--- config.mk ---
export PLATFORM = sky130hd
export DESIGN_NAME = heightmap_vertex_generator_core
export DESIGN_NICKNAME = d
export VERILOG_FILES = /design/src/design/hvg_pkg.sv /design/src/design/hvg_queue.sv /design/src/design/hvg_front.sv /design/src/design/hvg_divider.sv /design/src/design/hvg_back.sv /design/src/design/heightmap_vertex_generator_core.sv
export SDC_FILE = /design/constraint.sdc
export NUM_CORES = 2
export LEC_CHECK = 0
export BUFFER_PORTS_ARGS = -buffer_cell sky130_fd_sc_hd__buf_2
export CAP_MARGIN = 40
export CORE_MARGIN = 5
export CORE_UTILIZATION = 64
export DETAILED_ROUTE_END_ITERATION = 8
export PLACE_DENSITY = 0.82
export RECOVER_POWER = 100
export SYNTH_ARGS = -nofsm -noshare
export SYNTH_HDL_FRONTEND = slang
export SYNTH_SLANG_ARGS = --single-unit
--- constraint.sdc ---
create_clock -name i_clk -period 12.1 [get_ports i_clk]
set_input_delay 0 -clock i_clk [delete_from_list [all_inputs] [get_ports i_clk]]
set_output_delay 0 -clock i_clk [all_outputs]
set_load 0.03 [all_outputs]
--- src/design/hvg_pkg.sv ---
// ----------------------------------------------------------------------------
// hvg_pkg
// Types, constants and fixed-point helpers of the heightmap vertex generator.
// ----------------------------------------------------------------------------
package hvg_pkg;

    localparam int DIM_W     = 13;
    localparam int H16_W     = 16;
    localparam int Q16_W     = 17;
    localparam int POS_W     = 28;
    localparam int TEX_NUM_W = 30;
    localparam int TEX_DEN_W = 14;

    localparam logic [Q16_W-1:0] FULL_Q16      = 17'd65536;
    localparam logic [17:0]      BAND_DEN      = 18'd196605;
    localparam logic [33:0]      BAND_HALF     = 34'd98302;
    localparam logic [33:0]      HALF_65535    = 34'd32767;
    localparam logic [17:0]      RECIP3        = 18'd174763;
    localparam logic [16:0]      DEN_65535     = 17'd65535;

    typedef enum logic [1:0] {
        SS_BYTE = 2'd0,
        SS_HALF = 2'd1,
        SS_WORD = 2'd2
    } t_sample_size;

    typedef enum logic [2:0] {
        REG_SAMPLE_SIZE  = 3'd0,
        REG_GRID_WIDTH   = 3'd1,
        REG_GRID_HEIGHT  = 3'd2,
        REG_BLOCK_SCALE  = 3'd3,
        REG_HEIGHT_SCALE = 3'd4,
        REG_MULTITEX     = 3'd5
    } t_reg_idx;

    typedef struct packed {
        logic [H16_W-1:0] h16;
        logic [DIM_W-1:0] col;
        logic [DIM_W-1:0] row;
        logic [DIM_W-1:0] wm1;
        logic [DIM_W-1:0] hm1;
        logic             last;
    } t_item;

    // floor(m / 65535) by folding the 2^16 remainder back in
    function automatic logic [18:0] div65535(input logic [33:0] m);
        logic [17:0] q0;
        logic [18:0] r;
        logic [18:0] q1;
        logic [16:0] r2;
        q0 = m[33:16];
        r  = {1'b0, q0} + {3'b0, m[15:0]};
        q1 = {1'b0, q0} + {16'b0, r[18:16]};
        r2 = {1'b0, r[15:0]} + {14'b0, r[18:16]};
        return q1 + ((r2 >= DEN_65535) ? 19'd1 : 19'd0);
    endfunction

endpackage

--- src/design/hvg_queue.sv ---
// ----------------------------------------------------------------------------
// hvg_queue
// Two-entry queue carrying classified samples from front to back.
// ----------------------------------------------------------------------------
module hvg_queue (
    input  logic            i_clk,
    input  logic            i_rst_n,
    input  logic            i_push,
    input  hvg_pkg::t_item  i_item,
    input  logic            i_pop,
    output hvg_pkg::t_item  o_item,
    output logic            o_full,
    output logic            o_empty
);
    import hvg_pkg::*;

    t_item       r_mem [2];
    logic        r_wr_ptr;
    logic        r_rd_ptr;
    logic [1:0]  r_count;

    always_ff @(posedge i_clk) begin
        if (!i_rst_n) begin
            r_wr_ptr <= 1'b0;
            r_rd_ptr <= 1'b0;
            r_count  <= 2'd0;
        end else begin
            if (i_push) r_wr_ptr <= ~r_wr_ptr;
            if (i_pop)  r_rd_ptr <= ~r_rd_ptr;
            case ({i_push, i_pop})
                2'b10:   r_count <= r_count + 2'd1;
                2'b01:   r_count <= r_count - 2'd1;
                default: r_count <= r_count;
            endcase
        end
    end

    always_ff @(posedge i_clk) begin
        if (i_push) r_mem[r_wr_ptr] <= i_item;
    end

    assign o_item  = r_mem[r_rd_ptr];
    assign o_full  = r_count[1];
    assign o_empty = (r_count == 2'd0);

endmodule

--- src/design/hvg_front.sv ---
// ----------------------------------------------------------------------------
// hvg_front
// Accepts samples, normalizes height and tracks column/row position.
// ----------------------------------------------------------------------------
module hvg_front #(
    parameter int MAX_DIM = 4096
) (
    input  logic                        i_clk,
    input  logic                        i_rst_n,
    input  logic                        i_valid,
    output logic                        o_ready,
    input  logic [31:0]                 i_sample,
    input  logic [1:0]                  i_sample_size,
    input  logic [hvg_pkg::DIM_W-1:0]   i_grid_width,
    input  logic [hvg_pkg::DIM_W-1:0]   i_grid_height,
    input  logic                        i_full,
    output logic                        o_push,
    output hvg_pkg::t_item              o_item
);
    import hvg_pkg::*;

    localparam int          CLG   = $clog2(MAX_DIM);
    localparam int          CNT_W = (CLG < DIM_W) ? CLG : DIM_W;
    localparam logic [16:0] MAX17 = 17'(MAX_DIM);

    logic [CNT_W-1:0] r_col_cnt, n_col_cnt;
    logic [CNT_W-1:0] r_row_cnt, n_row_cnt;

    logic [DIM_W-1:0] w, h, wm1, hm1, col_raw, row_raw, col, row;
    logic             end_col, end_row;
    logic [H16_W-1:0] h16;

    function automatic logic [DIM_W-1:0] clamp_dim(input logic [DIM_W-1:0] g);
        if (g < 13'd2) return 13'd2;
        if ({4'b0, g} > MAX17) return MAX17[DIM_W-1:0];
        return g;
    endfunction

    always_comb begin
        w       = clamp_dim(i_grid_width);
        h       = clamp_dim(i_grid_height);
        wm1     = w - 13'd1;
        hm1     = h - 13'd1;
        col_raw = DIM_W'(r_col_cnt);
        row_raw = DIM_W'(r_row_cnt);
        end_col = (col_raw >= wm1);
        end_row = (row_raw >= hm1);
        col     = end_col ? wm1 : col_raw;
        row     = end_row ? hm1 : row_raw;
        case (t_sample_size'(i_sample_size))
            SS_BYTE: h16 = {i_sample[7:0], i_sample[7:0]};
            SS_HALF: h16 = i_sample[15:0];
            default: h16 = i_sample[31:16];
        endcase
        if (end_col) begin
            n_col_cnt = '0;
            n_row_cnt = end_row ? '0 : CNT_W'(row + 13'd1);
        end else begin
            n_col_cnt = CNT_W'(col + 13'd1);
            n_row_cnt = CNT_W'(row);
        end
    end

    assign o_ready = ~i_full;
    assign o_push  = i_valid & ~i_full;

    always_comb begin
        o_item.h16  = h16;
        o_item.col  = col;
        o_item.row  = row;
        o_item.wm1  = wm1;
        o_item.hm1  = hm1;
        o_item.last = end_col & end_row;
    end

    always_ff @(posedge i_clk) begin
        if (!i_rst_n) begin
            r_col_cnt <= '0;
            r_row_cnt <= '0;
        end else if (o_push) begin
            r_col_cnt <= n_col_cnt;
            r_row_cnt <= n_row_cnt;
        end
    end

endmodule

--- src/design/hvg_divider.sv ---
// ----------------------------------------------------------------------------
// hvg_divider
// Restoring divider, one quotient bit per cycle.
// ----------------------------------------------------------------------------
module hvg_divider #(
    parameter int NUM_W = 30,
    parameter int DEN_W = 14
) (
    input  logic             i_clk,
    input  logic             i_rst_n,
    input  logic             i_start,
    input  logic [NUM_W-1:0] i_num,
    input  logic [DEN_W-1:0] i_den,
    output logic             o_done,
    output logic [NUM_W-1:0] o_quot
);
    localparam int CNT_W = $clog2(NUM_W + 1);

    logic             r_busy;
    logic             r_done;
    logic [CNT_W-1:0] r_cnt;
    logic [NUM_W-1:0] r_num;
    logic [DEN_W-1:0] r_den;
    logic [DEN_W-1:0] r_rem;

    logic [DEN_W:0]   rem_sh;
    logic             q_bit;

    always_comb begin
        rem_sh = {r_rem, r_num[NUM_W-1]};
        q_bit  = (rem_sh >= {1'b0, r_den});
    end

    always_ff @(posedge i_clk) begin
        if (!i_rst_n) begin
            r_busy <= 1'b0;
            r_done <= 1'b0;
            r_cnt  <= '0;
        end else begin
            r_done <= r_busy && (r_cnt == CNT_W'(1));
            if (i_start) begin
                r_busy <= 1'b1;
                r_cnt  <= CNT_W'(NUM_W);
            end else if (r_busy) begin
                r_cnt <= r_cnt - CNT_W'(1);
                if (r_cnt == CNT_W'(1)) r_busy <= 1'b0;
            end
        end
    end

    always_ff @(posedge i_clk) begin
        if (i_start) begin
            r_num <= i_num;
            r_den <= i_den;
            r_rem <= '0;
        end else if (r_busy) begin
            r_num <= {r_num[NUM_W-2:0], q_bit};
            r_rem <= q_bit ? DEN_W'(rem_sh - {1'b0, r_den}) : rem_sh[DEN_W-1:0];
        end
    end

    assign o_done = r_done;
    assign o_quot = r_num;

endmodule

--- src/design/hvg_back.sv ---
// ----------------------------------------------------------------------------
// hvg_back
// Computes vertex position, texture coordinates and band weights.
// ----------------------------------------------------------------------------
module hvg_back (
    input  logic                          i_clk,
    input  logic                          i_rst_n,
    input  logic                          i_empty,
    input  hvg_pkg::t_item                i_item,
    output logic                          o_pop,
    input  logic [15:0]                   i_block_scale,
    input  logic [15:0]                   i_height_scale,
    input  logic                          i_multitexture_on,
    output logic                          o_valid,
    input  logic                          i_ready,
    output logic signed [hvg_pkg::POS_W-1:0] o_pos_x,
    output logic [15:0]                   o_pos_y,
    output logic signed [hvg_pkg::POS_W-1:0] o_pos_z,
    output logic [hvg_pkg::Q16_W-1:0]     o_tex_s,
    output logic [hvg_pkg::Q16_W-1:0]     o_tex_t,
    output logic [hvg_pkg::Q16_W-1:0]     o_low_band_weight,
    output logic [hvg_pkg::Q16_W-1:0]     o_high_band_weight,
    output logic                          o_last_vertex
);
    import hvg_pkg::*;

    typedef enum logic [2:0] {
        ST_IDLE = 3'b001,
        ST_CALC = 3'b010,
        ST_HOLD = 3'b100
    } t_state;

    t_state r_state, n_state;
    t_item  r_item;
    logic   r_out_valid;
    logic   out_free, load;

    logic [TEX_NUM_W-1:0] s_num, t_num, s_quot, t_quot;
    logic [TEX_DEN_W-1:0] s_den, t_den;
    logic                 s_done, t_done;

    logic signed [31:0] r_px_prod, r_pz_prod;
    logic [31:0]        r_py_prod;
    logic [33:0]        r_lo_m, r_hi_m;
    logic [15:0]        r_py;
    logic [17:0]        r_lo_q1;
    logic [16:0]        r_hi_q;
    logic [35:0]        r_lo_prod;

    logic signed [14:0] dx, dz;
    logic [17:0]        n4, lo;
    logic [15:0]        hi;
    logic [18:0]        py_q, lo_q1, hi_q;

    // sequencer
    assign out_free = ~r_out_valid | i_ready;
    assign o_pop    = (r_state == ST_IDLE) && !i_empty;

    always_comb begin
        n_state = r_state;
        load    = 1'b0;
        case (r_state)
            ST_IDLE: if (!i_empty) n_state = ST_CALC;
            ST_CALC: begin
                if (s_done && t_done) begin
                    if (out_free) begin
                        load    = 1'b1;
                        n_state = ST_IDLE;
                    end else begin
                        n_state = ST_HOLD;
                    end
                end
            end
            ST_HOLD: begin
                if (out_free) begin
                    load    = 1'b1;
                    n_state = ST_IDLE;
                end
            end
            default: n_state = ST_IDLE;
        endcase
    end

    always_ff @(posedge i_clk) begin
        if (!i_rst_n) begin
            r_state     <= ST_IDLE;
            r_out_valid <= 1'b0;
        end else begin
            r_state <= n_state;
            if (load)         r_out_valid <= 1'b1;
            else if (i_ready) r_out_valid <= 1'b0;
        end
    end

    always_ff @(posedge i_clk) begin
        if (o_pop) r_item <= i_item;
    end

    // texture coordinates: round(idx * 65536 / (dim - 1))
    always_comb begin
        s_num = {i_item.col, 17'b0} + TEX_NUM_W'(i_item.wm1);
        t_num = {i_item.row, 17'b0} + TEX_NUM_W'(i_item.hm1);
        s_den = {i_item.wm1, 1'b0};
        t_den = {i_item.hm1, 1'b0};
    end

    hvg_divider #(.NUM_W(TEX_NUM_W), .DEN_W(TEX_DEN_W)) u_div_s (
        .i_clk   (i_clk),
        .i_rst_n (i_rst_n),
        .i_start (o_pop),
        .i_num   (s_num),
        .i_den   (s_den),
        .o_done  (s_done),
        .o_quot  (s_quot)
    );

    hvg_divider #(.NUM_W(TEX_NUM_W), .DEN_W(TEX_DEN_W)) u_div_t (
        .i_clk   (i_clk),
        .i_rst_n (i_rst_n),
        .i_start (o_pop),
        .i_num   (t_num),
        .i_den   (t_den),
        .o_done  (t_done),
        .o_quot  (t_quot)
    );

    // position and band pipeline, settles well before the dividers finish
    always_comb begin
        dx    = $signed({1'b0, r_item.col, 1'b0}) - $signed({2'b0, r_item.wm1});
        dz    = $signed({1'b0, r_item.row, 1'b0}) - $signed({2'b0, r_item.hm1});
        n4    = {r_item.h16, 2'b00};
        lo    = (n4 < BAND_DEN) ? n4 : BAND_DEN;
        hi    = (n4 > BAND_DEN) ? 16'(n4 - BAND_DEN) : 16'd0;
        py_q  = div65535({2'b0, r_py_prod} + HALF_65535);
        lo_q1 = div65535(r_lo_m);
        hi_q  = div65535(r_hi_m);
    end

    always_ff @(posedge i_clk) begin
        r_px_prod <= 32'(dx * $signed({1'b0, i_block_scale}));
        r_pz_prod <= 32'(dz * $signed({1'b0, i_block_scale}));
        r_py_prod <= r_item.h16 * i_height_scale;
        r_lo_m    <= {lo, 16'b0} + BAND_HALF;
        r_hi_m    <= {2'b0, hi, 16'b0} + HALF_65535;
        r_py      <= py_q[15:0];
        r_lo_q1   <= lo_q1[17:0];
        r_hi_q    <= hi_q[16:0];
        r_lo_prod <= r_lo_q1 * RECIP3;
    end

    // output register
    always_ff @(posedge i_clk) begin
        if (load) begin
            o_pos_x       <= r_px_prod[POS_W:1];
            o_pos_z       <= r_pz_prod[POS_W:1];
            o_pos_y       <= r_py;
            o_tex_s       <= s_quot[Q16_W-1:0];
            o_tex_t       <= t_quot[Q16_W-1:0];
            o_last_vertex <= r_item.last;
            if (i_multitexture_on) begin
                o_low_band_weight  <= FULL_Q16 - r_lo_prod[35:19];
                o_high_band_weight <= FULL_Q16 - r_hi_q;
            end else begin
                o_low_band_weight  <= FULL_Q16;
                o_high_band_weight <= FULL_Q16;
            end
        end
    end

    assign o_valid = r_out_valid;

endmodule

--- src/design/heightmap_vertex_generator_core.sv ---
// One grid vertex per heightmap sample, samples in raster order; the block
// keeps its own column and row position. Once the back end picks an item
// up, its vertex is complete when the 30-step restoring dividers that form
// the S and T texture coordinates finish; the rest of the math runs alongside.
// Samples are taken into a two-entry queue while a vertex is being computed
// or waits at the output. Configuration writes do not move the position
// counters.
// ----------------------------------------------------------------------------
// heightmap_vertex_generator_core
// Top level: APB register file, front end, queue and back end.
// ----------------------------------------------------------------------------
module heightmap_vertex_generator_core #(
    parameter int MAX_DIM = 4096
) (
    input  logic                          i_clk,
    input  logic                          i_rst_n,
    input  logic                          psel,
    input  logic                          penable,
    input  logic                          pwrite,
    input  logic [4:0]                    paddr,
    input  logic [31:0]                   pwdata,
    output logic [31:0]                   prdata,
    output logic                          pready,
    input  logic                          i_valid,
    output logic                          o_ready,
    input  logic [31:0]                   i_sample,
    output logic                          o_valid,
    input  logic                          i_ready,
    output logic signed [hvg_pkg::POS_W-1:0] o_pos_x,
    output logic [15:0]                   o_pos_y,
    output logic signed [hvg_pkg::POS_W-1:0] o_pos_z,
    output logic [hvg_pkg::Q16_W-1:0]     o_tex_s,
    output logic [hvg_pkg::Q16_W-1:0]     o_tex_t,
    output logic [hvg_pkg::Q16_W-1:0]     o_low_band_weight,
    output logic [hvg_pkg::Q16_W-1:0]     o_high_band_weight,
    output logic                          o_last_vertex
);
    import hvg_pkg::*;

    logic [1:0]       r_sample_size;
    logic [DIM_W-1:0] r_grid_width;
    logic [DIM_W-1:0] r_grid_height;
    logic [15:0]      r_block_scale;
    logic [15:0]      r_height_scale;
    logic             r_multitexture_on;

    logic   wr_en;
    logic   push, pop, q_full, q_empty;
    t_item  front_item, q_item;

    assign pready = 1'b1;
    assign wr_en  = psel & penable & pwrite;

    always_ff @(posedge i_clk) begin
        if (!i_rst_n) begin
            r_sample_size     <= 2'd0;
            r_grid_width      <= 13'd256;
            r_grid_height     <= 13'd256;
            r_block_scale     <= 16'd512;
            r_height_scale    <= 16'd8000;
            r_multitexture_on <= 1'b1;
        end else if (wr_en) begin
            case (t_reg_idx'(paddr[4:2]))
                REG_SAMPLE_SIZE:  r_sample_size     <= pwdata[1:0];
                REG_GRID_WIDTH:   r_grid_width      <= pwdata[DIM_W-1:0];
                REG_GRID_HEIGHT:  r_grid_height     <= pwdata[DIM_W-1:0];
                REG_BLOCK_SCALE:  r_block_scale     <= pwdata[15:0];
                REG_HEIGHT_SCALE: r_height_scale    <= pwdata[15:0];
                REG_MULTITEX:     r_multitexture_on <= pwdata[0];
                default: ;
            endcase
        end
    end

    always_comb begin
        case (t_reg_idx'(paddr[4:2]))
            REG_SAMPLE_SIZE:  prdata = {30'b0, r_sample_size};
            REG_GRID_WIDTH:   prdata = {19'b0, r_grid_width};
            REG_GRID_HEIGHT:  prdata = {19'b0, r_grid_height};
            REG_BLOCK_SCALE:  prdata = {16'b0, r_block_scale};
            REG_HEIGHT_SCALE: prdata = {16'b0, r_height_scale};
            REG_MULTITEX:     prdata = {31'b0, r_multitexture_on};
            default:          prdata = 32'd0;
        endcase
    end

    hvg_front #(.MAX_DIM(MAX_DIM)) u_front (
        .i_clk         (i_clk),
        .i_rst_n       (i_rst_n),
        .i_valid       (i_valid),
        .o_ready       (o_ready),
        .i_sample      (i_sample),
        .i_sample_size (r_sample_size),
        .i_grid_width  (r_grid_width),
        .i_grid_height (r_grid_height),
        .i_full        (q_full),
        .o_push        (push),
        .o_item        (front_item)
    );

    hvg_queue u_queue (
        .i_clk   (i_clk),
        .i_rst_n (i_rst_n),
        .i_push  (push),
        .i_item  (front_item),
        .i_pop   (pop),
        .o_item  (q_item),
        .o_full  (q_full),
        .o_empty (q_empty)
    );

    hvg_back u_back (
        .i_clk              (i_clk),
        .i_rst_n            (i_rst_n),
        .i_empty            (q_empty),
        .i_item             (q_item),
        .o_pop              (pop),
        .i_block_scale      (r_block_scale),
        .i_height_scale     (r_height_scale),
        .i_multitexture_on  (r_multitexture_on),
        .o_valid            (o_valid),
        .i_ready            (i_ready),
        .o_pos_x            (o_pos_x),
        .o_pos_y            (o_pos_y),
        .o_pos_z            (o_pos_z),
        .o_tex_s            (o_tex_s),
        .o_tex_t            (o_tex_t),
        .o_low_band_weight  (o_low_band_weight),
        .o_high_band_weight (o_high_band_weight),
        .o_last_vertex      (o_last_vertex)
    );

endmodule

==> out/metrics.yaml <==
clock_skew_ns: 0.0434
required_ns: 12.67
start_util: 0.646
path_buf_inv: 1
cts_buffers: 78
cp_common_cell: "nor4_1"
worst_pin_slew_ns: 3.96
cts-root-buf: "clkbuf_16"
drtIter0Drc: 3624
synth.area.top_cells: "fa_1 22%, edfxtp_1 20%, ha_1 11%"
fin_util: 0.701
antenna_found_initial: 7
slowest_delay_ns: 1.33
drive_above_1_share: 0.0576
startpoint_type: "flip-flop"
rsz0062_at_grt: "false"
synthFlopType: "edfxtp_1"
layout_common_cells: "961 x inv_1, 716 x nand2_1, 677 x fa_1"
postRouteAntennaNets: 0
vias: 44200
io_pins: 252
fin_crit_sh: 0.845
end_kind: "flip-flop"
rr_startpoint: "u_back.r_py_prod[1]"
r2r-end: "u_back.r_py[15]"
cts.sinks: 733
clk-insertion-delay-late_ns: 0.68
period_needed_ns: 10.23
crit_end: "u_back.r_py[15]"
crit_path_max_fanout: 6
syn_area_um2: 61500
dr.pass1.iters: 8
synth_simple_gate_area_frac: 0.138
wl_per_cell_um: 19.3
netlist.area_leader.share: 0.220
rows: 113
synth_compound_area_frac: 0.0698
drt_wl_total_mm: 147
final_common_cell: "inv_1"
grt_usage: 0.288
setup_viol: 0
rrSetupSlack_ns: 1.87
path_depth: 32
maxCapViolations: 18
clockBufferDepth: 3
grt_max_degree: 78
yosysSeqAreaShare: 0.305
fin_tns_setup_ns: 0
overflow: 0
synth-edff-count: 408
synth_mux_area_frac: 0.0346
crit_family: "simple AND/OR/NAND/NOR gates"
avgSynthCellArea_um2: 10.1
rr_worst_depth: 32
finalHoldViolations: 0
status: "finished, violations left"
cts_tree: "built"
violations: "max-capacitance violations, max-slew violations"
die_area_um2: 102000
drc: 0
synthDistinctLibCells: 89
hpwl_mm: 109
synth_top_area_cell: "fa_1"
ys_async_sr_fraction: 0
cp-startpoint: "u_back.r_py_prod[1]"
yosys.area_share.xor_xnor: 0.0404
clk_pin_slew_ns: 0.07
grt_pass1_vias: 45600
core-area_um2: 95200
ys_warn_count: 0
grt_pass1_wl_mm: 239
path_class: "reg -> reg"
hold_class: "in -> reg"
synth_cells: 6077
portBuffers: 216
final_max_slew_viol_count: 727
place_ws_ns: 2.54
max_freq_ghz: 0.0978
synth_top_family_by_area: "adder cells"
dieHeight_um: 320
critPathSlowestCell: "a2111oi_0"
slew_headroom: -1.64
synth.ff_latch_count: 733
synth_fa_ha_area_frac: 0.335
cp_data_arrival_time_ns: 10.80
setup_ws_ns: 1.87
layout.nets: 7587
die_x_um: 320
viasPerCell: 5.81
gp_congestion: 0.951
area_growth_pct: 8.51
htreeDepth: 3
cts-resized-gates: 0
## final cells by class
class	instances	area [um2]
fill	6846	28400
multi-input combinational	4147	38100
timing repair buffer	347	1940
inverter	962	3610
sequential	733	18800
clock buffer	102	2130
tap	1265	1580
clock inverter	43	607
antenna	2	5.00
## metrics by stage
stage,hold WS [ns],instances,cell area [um2]
2_1_floorplan,0.124,6096,61600
3_3_place_gp,0.306,7383,63600
3_5_place_dp,0.315,7393,63800
4_1_cts,0.0720,7597,67100
5_1_grt,0.197,7600,66700
6_report,0.172,7601,66700
## how the worst min path moves through the flow
stage                        end      start  depth (start not counted)  slack [ns]
2_1_floorplan   r_block_scale[9]  pwdata[9]                          2        0.12
3_3_place_gp     r_grid_width[0]  pwdata[0]                          3        0.31
3_5_place_dp     r_grid_width[0]  pwdata[0]                          3        0.31
4_1_cts        r_multitexture_on     pwrite                          3        0.07
5_1_grt        r_multitexture_on     pwrite                          3        0.20
6_report       r_multitexture_on   paddr[3]                          3        0.17
## cell families after synthesis
family          after synthesis
flops                       733
mux                         192
xor+xnor                    282
buf+inv                    1216
fa+ha+maj                  1242
simple gates               1747
other cells                   2
compound gates              663
## what timing repair did
item / 4_1_cts / 5_1_grt
endpoints found under the setup margin: 0 / 0
hold endpoints to repair: 117 / 0
hold buffers: 59 / 0
setup buffers: 0 / 0
## registers in the layout (all words and copies together) (netlist names), 17 cells and up, named ones only
signal                     count
u_back.r_lo_prod              17
u_back.r_lo_m                 18
u_back.o_pos_x                28
u_back.o_pos_z                28
u_back.o_tex_s                17
u_back.r_hi_q                 17
u_back.r_lo_q1                18
u_back.r_px_prod              28
u_back.u_div_s.o_quot         30
u_back.o_tex_t                17
u_back.o_high_band_weight     17
u_back.r_pz_prod              28
u_back.o_low_band_weight      17
u_back.u_div_t.o_quot         30
u_queue.r_mem                138
u_back.r_py_prod              32
u_back.r_item                 40
## per-layer routing
metal	vias up	part of all wire	GRT usage
met5	-	0.000088	0
met4	2	0.033	0.0897
met2	1872	0.47	0.472
met1	21800	0.41	0.393
met3	360	0.095	0.0562
li1	20200	-	-
## Yosys cell counts, types with 72 or more instances
cell,n
and2_1,281
xor2_1,91
nor2_1,234
o21ai_0,133
dfxtp_1,325
a21oi_1,192
inv_1,961
nor3_1,78
xnor2_1,190
nand3_1,72
fa_1,677
nand2b_1,72
nand2_1,716
edfxtp_1,408
ha_1,565
clkbuf_1,213
mux2_2,142
## worst register-to-register path: cells and delay by family (launching register included)
| family | cells | cell delay, ns |
|---|---|---|
| AO/OA/AOI/OAI | 11 | 3.05 |
| XOR/XNOR | 2 | 0.54 |
| adder cells (fa/ha/maj) | 3 | 1.06 |
| buffers and inverters | 1 | 0.15 |
| flip-flops | 1 | 0.32 |
| AND/OR/NAND/NOR | 15 | 5.06 |
Power is left out: the tool's default activity adds up to more than one toggle a clock period on the data nets, which glitch-free logic cannot reach.
